[config.mk]
export PLATFORM = sky130hd
export DESIGN_NAME = sqr_exec
export DESIGN_NICKNAME = d
export VERILOG_FILES = /design/src/rtl/sqr_pkg.sv /design/src/rtl/sqr_exec.sv
export SDC_FILE = /design/constraint.sdc
export NUM_CORES = 1
export LEC_CHECK = 0
export BUFFER_PORTS_ARGS = -buffer_cell sky130_fd_sc_hd__buf_2
export CAP_MARGIN = 0
export CORE_AREA = 8 8 311 313
export DETAILED_ROUTE_END_ITERATION = 10
export DIE_AREA = 0 0 319 321
export PLACE_DENSITY = 0.43
export RECOVER_POWER = 100
export SETUP_SLACK_MARGIN = 0.15
export SYNTH_ARGS = -nofsm -noshare
export SYNTH_HDL_FRONTEND = slang
export SYNTH_SLANG_ARGS = --single-unit
[constraint.sdc]
create_clock -name vclk -period 5.15
set_input_delay 0.2575 -clock vclk [all_inputs]
set_output_delay 0.2575 -clock vclk [all_outputs]
set_load 0.01 [all_outputs]
[src/rtl/sqr_pkg.sv]
// shared types and codes for the sequenced slot ring queue
// no dependencies; used by every module in rtl
package sqr_pkg;

	// parameter defaults
	localparam int SLOTS_LOG2_DEF    = 6;
	localparam int PAYLOAD_WIDTH_DEF = 64;

	// widest capacity the 3-bit register can ask for
	localparam int CAP_LOG2_MAX = 7;

	// command codes
	localparam logic [2:0] CMD_CLAIM_WR  = 3'd0;
	localparam logic [2:0] CMD_COMMIT_WR = 3'd1;
	localparam logic [2:0] CMD_CLAIM_RD  = 3'd2;
	localparam logic [2:0] CMD_COMMIT_RD = 3'd3;
	localparam logic [2:0] CMD_QUERY     = 3'd4;

	// status codes
	localparam logic [2:0] ST_OK      = 3'd0;
	localparam logic [2:0] ST_FULL    = 3'd1;
	localparam logic [2:0] ST_EMPTY   = 3'd2;
	localparam logic [2:0] ST_PENDING = 3'd3;
	localparam logic [2:0] ST_BADCMD  = 3'd4;

	// register index
	localparam logic REG_CAPACITY_LOG2 = 1'b0;

	typedef struct packed {
		logic [2:0]  command;
		logic [63:0] position;
		logic [63:0] data_in;
	} cmd_req_t;

	typedef struct packed {
		logic [2:0]  status;
		logic [63:0] position_out;
		logic [5:0]  slot_index;
		logic [63:0] data_out;
		logic [6:0]  occupancy;
		logic        is_empty;
	} res_req_t;

	// slot write request from the execute logic to the slot store
	typedef struct packed {
		logic        seq_en;
		logic        data_en;
		logic [63:0] seq;
		logic [63:0] data;
	} slot_wr_t;

endpackage

[src/rtl/sqr_exec.sv]
// command execution: claim and commit decisions, counter updates, result fields
// depends on sqr_pkg
module sqr_exec #(
	parameter int IDXW = 6
) (
	input  sqr_pkg::cmd_req_t  item,
	input  logic [63:0]        seq,
	input  logic [63:0]        data,
	input  logic [63:0]        pc,
	input  logic [63:0]        cc,
	input  logic [2:0]         cap_log2,
	input  logic [IDXW-1:0]    mask,
	output sqr_pkg::res_req_t  res,
	output logic [63:0]        pc_nxt,
	output logic [63:0]        cc_nxt,
	output logic [IDXW-1:0]    widx,
	output sqr_pkg::slot_wr_t  wr
);
	logic [63:0]     cap64;
	logic [63:0]     diff;
	logic [63:0]     want;
	logic [IDXW-1:0] idx;
	logic [IDXW+5:0] idx_ext;
	logic [6:0]      occ;

	assign cap64 = 64'd1 << cap_log2;
	assign diff  = pc - cc;
	assign want  = cc + 64'd1;

	always_comb begin
		res          = '0;
		res.status   = sqr_pkg::ST_OK;
		pc_nxt       = pc;
		cc_nxt       = cc;
		idx          = '0;
		wr.seq_en    = 1'b0;
		wr.data_en   = 1'b0;
		wr.seq       = item.position;
		wr.data      = item.data_in;
		case (item.command)
			sqr_pkg::CMD_CLAIM_WR: begin
				idx = pc[IDXW-1:0] & mask;
				if (seq == pc) begin
					pc_nxt           = pc + 64'd1;
					res.position_out = pc;
				end else if (!diff[63] && (diff >= cap64)) begin
					res.status = sqr_pkg::ST_FULL;
				end else begin
					res.status = sqr_pkg::ST_PENDING;
				end
			end
			sqr_pkg::CMD_COMMIT_WR: begin
				idx              = item.position[IDXW-1:0] & mask;
				wr.seq_en        = 1'b1;
				wr.data_en       = 1'b1;
				wr.seq           = item.position + 64'd1;
				res.position_out = item.position;
			end
			sqr_pkg::CMD_CLAIM_RD: begin
				idx = cc[IDXW-1:0] & mask;
				if (seq == want) begin
					cc_nxt           = want;
					res.position_out = cc + cap64;
					res.data_out     = data;
				end else if ((seq < want) && (cc == pc)) begin
					res.status = sqr_pkg::ST_EMPTY;
				end else begin
					res.status = sqr_pkg::ST_PENDING;
				end
			end
			sqr_pkg::CMD_COMMIT_RD: begin
				idx              = item.position[IDXW-1:0] & mask;
				wr.seq_en        = 1'b1;
				res.position_out = item.position;
			end
			sqr_pkg::CMD_QUERY: begin
			end
			default: begin
				res.status = sqr_pkg::ST_BADCMD;
			end
		endcase
		res.slot_index = idx_ext[5:0];
		res.occupancy  = occ;
		res.is_empty   = (pc_nxt == cc_nxt);
	end

	assign idx_ext = {6'b0, idx};
	assign occ     = pc_nxt[6:0] - cc_nxt[6:0];
	assign widx    = idx;

endmodule

Yosys cells after proc, flatten, opt, wreduce, memory -nomap -nowiden

Cells that the tools add are included.
W data, S select, Z words.

Register bits after elaboration: 0
Output and inout port bits: 409

Reduce and logical (&&, ||, !) cells: 6
Equality and inequality tests: 8
Bitwise operators: 3
Shift-type cells: 1
Mux-type cells: 17
Add/subtract/negate cells: 6
Order comparisons: 2

Operators with widths:

| kind                    | number |
|---|---|
| $mux W64                | 8 |
| $eq A64 B64 Y1          | 4 |
| $add A64 B1 Y64 const B | 3 |
| $pmux W64 S3            | 1 |
| $mux W65                | 1 |
| $add A64 B64 Y64        | 1 |
| $ge A64 B64 Y1          | 1 |
| $lt A64 B64 Y1          | 1 |
| $shl A1 B3 Y64 const A  | 1 |
| $sub A64 B64 Y64        | 1 |
| $and A6 B6 Y6           | 3 |
| $pmux W6 S3             | 1 |
| $pmux W3 S3             | 1 |
| $sub A7 B7 Y7           | 1 |
| $eq A3 B2 Y1 const B    | 2 |
| $mux W3                 | 2 |
| $eq A3 B1 Y1 const B    | 1 |
| $eq A3 B3 Y1 const B    | 1 |
| $logic_not A3 Y1        | 1 |
| $reduce_or A3 Y1        | 1 |
| $logic_and A1 B1 Y1     | 2 |
| $mux W1                 | 2 |
| $mux W2                 | 1 |
| $reduce_or A2 Y1        | 1 |
| $logic_not A1 Y1        | 1 |

Depth between registers and ports, before layout

Depth in word-level cells: 6
Mapped depth: 25
Mapped depth without buffers: 23

Worst setup path after synthesis

OpenSTA, ideal clock, no wires.

Kind: input -> output
Start: input port cc[14]
End: output port res[0] (netlist bit)
Cell stages on the path: 24
Data required time: 4893 ps
Path slack: -464 ps
Data arrival time: 5356 ps
Cell sequence: buf_2 > inv_1 > nor4_2 > nand3_1 > nor3_1 > nand3_1 > xnor2_1 > ha_1 > nand4_1 > nor4_2 > nand3_1 > or3_1 > buf_2 > nor2_1 > xnor2_1 > inv_1 > ha_1 > and4_1 > nand3_1 > a211oi_1 > o211ai_1 > nor4_1 > nand4_1 > nor4_2

RTL lines:

| what        | RTL line       | text |
|---|---|---|
| from (decl) | sqr_exec.sv:10 | `input logic [63:0] cc,` |
| to (decl)   | sqr_exec.sv:13 | `output sqr_pkg::res_req_t res,` |

==> flow_summary.rst <==
.. list-table::
   :header-rows: 1

   * - Metric
     - Value
   * - Status
     - complete, but fails checks
   * - Failing checks
     - max-capacitance violations, max-slew violations, negative setup slack
   * - Final worst-path setup slack
     - -1.24 ns
   * - Total grt overflow
     - 0
   * - Initial core utilization
     - 0.183
   * - GRT Resource Usage Total
     - 0.267
   * - Synthesis Warnings
     - 0
   * - Setup repair after global routing missed its margin
     - true
   * - Combinational group share of total power
     - 1.000
   * - Final Hold Viols
     - 0
   * - Period minus WS final
     - 6.39 ns
   * - Cell variety after synth
     - 78
   * - Quantity of I/O buffers inserted on ports
     - 677
   * - Endpoint required time on the critical path
     - 4.89 ns
   * - Wire length per cell
     - 29.8 um
   * - Number of cells on the critical path
     - 26
   * - Critical path's largest stage delay
     - 0.38 ns
   * - Chip Width
     - 319 um
   * - Share of total power consumed by net switching
     - 0.607
   * - Share of synthesized area occupied by flip-flops and latches
     - 0
   * - Via density per instance
     - 5.10
   * - Num ports
     - 805
   * - Largest net degree at the start of global routing
     - 68
   * - Synthesized area
     - 16900 sq um
   * - Post-route fraction of the period consumed by the critical path
     - 1.24
   * - Via count of the first global-routing pass
     - 24400
   * - Die H
     - 321 um
   * - First DRT Iteration DRCs
     - 2594
   * - First-pass GRT wire length
     - 197 mm
   * - Number of max-slew violations in the final report
     - 68
   * - Startpoint-to-endpoint class of the critical path
     - input port to primary output
   * - Worst slew margin
     - -1.21
   * - Floorplan core area
     - 92200 sq um
   * - Setup tns final
     - -4.44 ns
   * - Arrival time at the worst endpoint
     - 6.14 ns
   * - Sw power
     - 1.47 mW
   * - Drt pass-1 iters
     - 5
   * - Standby leakage power
     - 12.2 nW
   * - Full die area
     - 102000 sq um
   * - Count of nets after finishing
     - 4256
   * - Drt total wl
     - 147 mm
   * - Internal power
     - 952 uW
   * - Fillers
     - 10500
   * - Category of the worst setup path launch point
     - input port
   * - Layout clock buffer count
     - 0
   * - Sequential cell area
     - 0 sq um
   * - Total vias in the final route
     - 25100
   * - Slowest CP cell
     - ha_1
   * - Most frequent CP cell
     - buf_4
   * - Placed wire-length estimate after detailed placement
     - 132 mm
   * - Number of flip-flops and latches
     - 0
   * - Final weighted congestion in routability-driven placement
     - 1.05
   * - Number of max-capacitance violations reported
     - 1
   * - Post-route worst hold slack
     - 0.515 ns
   * - Largest fanout on the critical path
     - 11
   * - Path category of the worst min-delay check
     - input port to primary output
   * - Number of rows in the core area
     - 112
   * - Share of post-route cells with drive strength above 1
     - 0.372
   * - Mapped Avg Cell Area
     - 6.59 sq um
   * - Initial antenna violation count
     - 28
   * - # setup viols final
     - 13
   * - Worst Min Path Start
     - item[12]
   * - Relative area change from synthesis to final layout
     - 57.8%
   * - Part of the power in registers
     - 0
   * - Hold Path Stages
     - 0
   * - Number of buffer and inverter stages on the critical path
     - 9
   * - Net count after synthesis
     - 3110
   * - Count of unresolved DRC violations after routing
     - 0
   * - FMAX
     - 156 MHz
   * - Routed Antenna Nets
     - 0
   * - Tightest Pin Transition
     - 3.31 ns
   * - Power density relative to cell area
     - 91.1 nW/um^2
   * - Share of total power in the clock network
     - 0
   * - Kind of end point of the critical path
     - primary output
   * - Peak VDD IR
     - 0.0000324 V
   * - Family of cells with the greatest summed delay on the critical path
     - simple AND/OR/NAND/NOR gates
   * - Count of hold buffers inserted by post-cts repair
     - 0
   * - Cells after synthesis
     - 2558
   * - Launching instance or port of the critical path
     - cc[16]
-- power groups by stage --
stage / clock (mW) / combinational [mW] / sequential (mW)
after floorplan: 0 / 1.11 / 0
after global placement: 0 / 2.34 / 0
after detailed placement: 0 / 2.32 / 0
after CTS: 0 / 2.36 / 0
after global routing: 0.000000130 / 2.54 / 0
final: 0.000000393 / 2.42 / 0
-- cell usage in the layout (no fill, tap or decap), types with 20 or more instances in the layout --
| master | Yosys | routed |
|---|---|---|
| nand3_1 | 127 | 119 |
| xnor2_2 | 0 | 31 |
| nor3_1 | 78 | 67 |
| buf_2 | 24 | 570 |
| nand2_1 | 221 | 217 |
| nor2b_1 | 21 | 20 |
| xor2_1 | 83 | 82 |
| a22oi_1 | 67 | 67 |
| nor4_1 | 56 | 43 |
| ha_1 | 153 | 147 |
| inv_1 | 134 | 128 |
| a21oi_1 | 132 | 129 |
| xnor2_1 | 355 | 323 |
| nand4_1 | 120 | 120 |
| buf_4 | 71 | 603 |
| nor2_1 | 210 | 195 |
| o21ai_0 | 126 | 122 |
| and3_1 | 47 | 47 |
| clkbuf_1 | 96 | 124 |
| a21o_1 | 64 | 64 |
| and2_1 | 80 | 80 |
-- per-layer routing --
metal,up-vias,GRT usage,share of wire
li1,11400,-,-
met1,12200,0.352,0.43
met2,1253,0.440,0.45
met3,236,0.0383,0.072
met4,14,0.0989,0.047
met5,-,0,0.00062
-- path summary, 6_finish.rpt --
kind | to
hold / removal | wr[12]
setup / recovery | res[0]
-- kinds of logic (layout without fill, tap and decap cells) --
| logic type | count (synthesis) | count (layout) | share of synthesized area |
|---|---|---|---|
| other | 0 | 16 | 0 |
| AND/OR/NAND/NOR | 1077 | 1077 | 0.334 |
| buffers and inverters | 333 | 1477 | 0.0928 |
| adder cells (fa/ha/maj) | 156 | 156 | 0.117 |
| XOR/XNOR | 451 | 451 | 0.246 |
| multiplexers | 15 | 15 | 0.00935 |
| AO/OA/AOI/OAI | 526 | 526 | 0.202 |
-- area by class of cell --
cell class	instances	area [sq um]	share of cell area
diodes	16	40.0	0.00150
inverters	136	513	0.0193
well taps	1197	1500	0.0563
repair buffers	1341	8410	0.316
multi-input cells	2225	16100	0.607
-- synthesized netlist by cell type (11+ instances only) --
cell       number  area [sq um]
a211oi_1       14           105
a21o_1         64           480
a21oi_1       132           661
a22oi_1        67           503
and2_1         80           500
and3_1         47           294
and4_1         16           140
buf_2          24           120
buf_4          71           533
clkbuf_1       96           360
ha_1          153          1910
inv_1         134           503
nand2_1       221           830
nand2b_1       17           106
nand3_1       127           636
nand4_1       120           751
nor2_1        210           788
nor2b_1        21           131
nor3_1         78           390
nor3b_1        11          82.6
nor4_1         56           350
nor4_2         11           138
o2111ai_1      11          96.3
o21a_1         17           128
o21ai_0       126           631
o21bai_1       16           120
or3_1          15          93.8
xnor2_1       355          3110
xor2_1         83           727
-- what timing repair did --
action | CTS | global route
resized for setup | 83 | 69
pin swaps | 38 | 39
setup buffers | 19 | 11
setup endpoints to repair | 41 | 54
-- stage by stage --
stage | utilization | setup slack, ns | cell area (sq um) | cells | total power, mW
after floorplan | - | 0.0416 | 17100 | 2558 | 1.11
after global placement | 0.280 | -1.60 | 25800 | 4869 | 2.34
after detailed placement | 0.280 | -1.58 | 25800 | 4869 | 2.32
after CTS | 0.286 | -1.35 | 26400 | 4888 | 2.36
after global routing | 0.288 | -1.30 | 26600 | 4904 | 2.54
final | 0.289 | -1.24 | 26600 | 4915 | 2.42
Power figures use the tool's default switching activity.
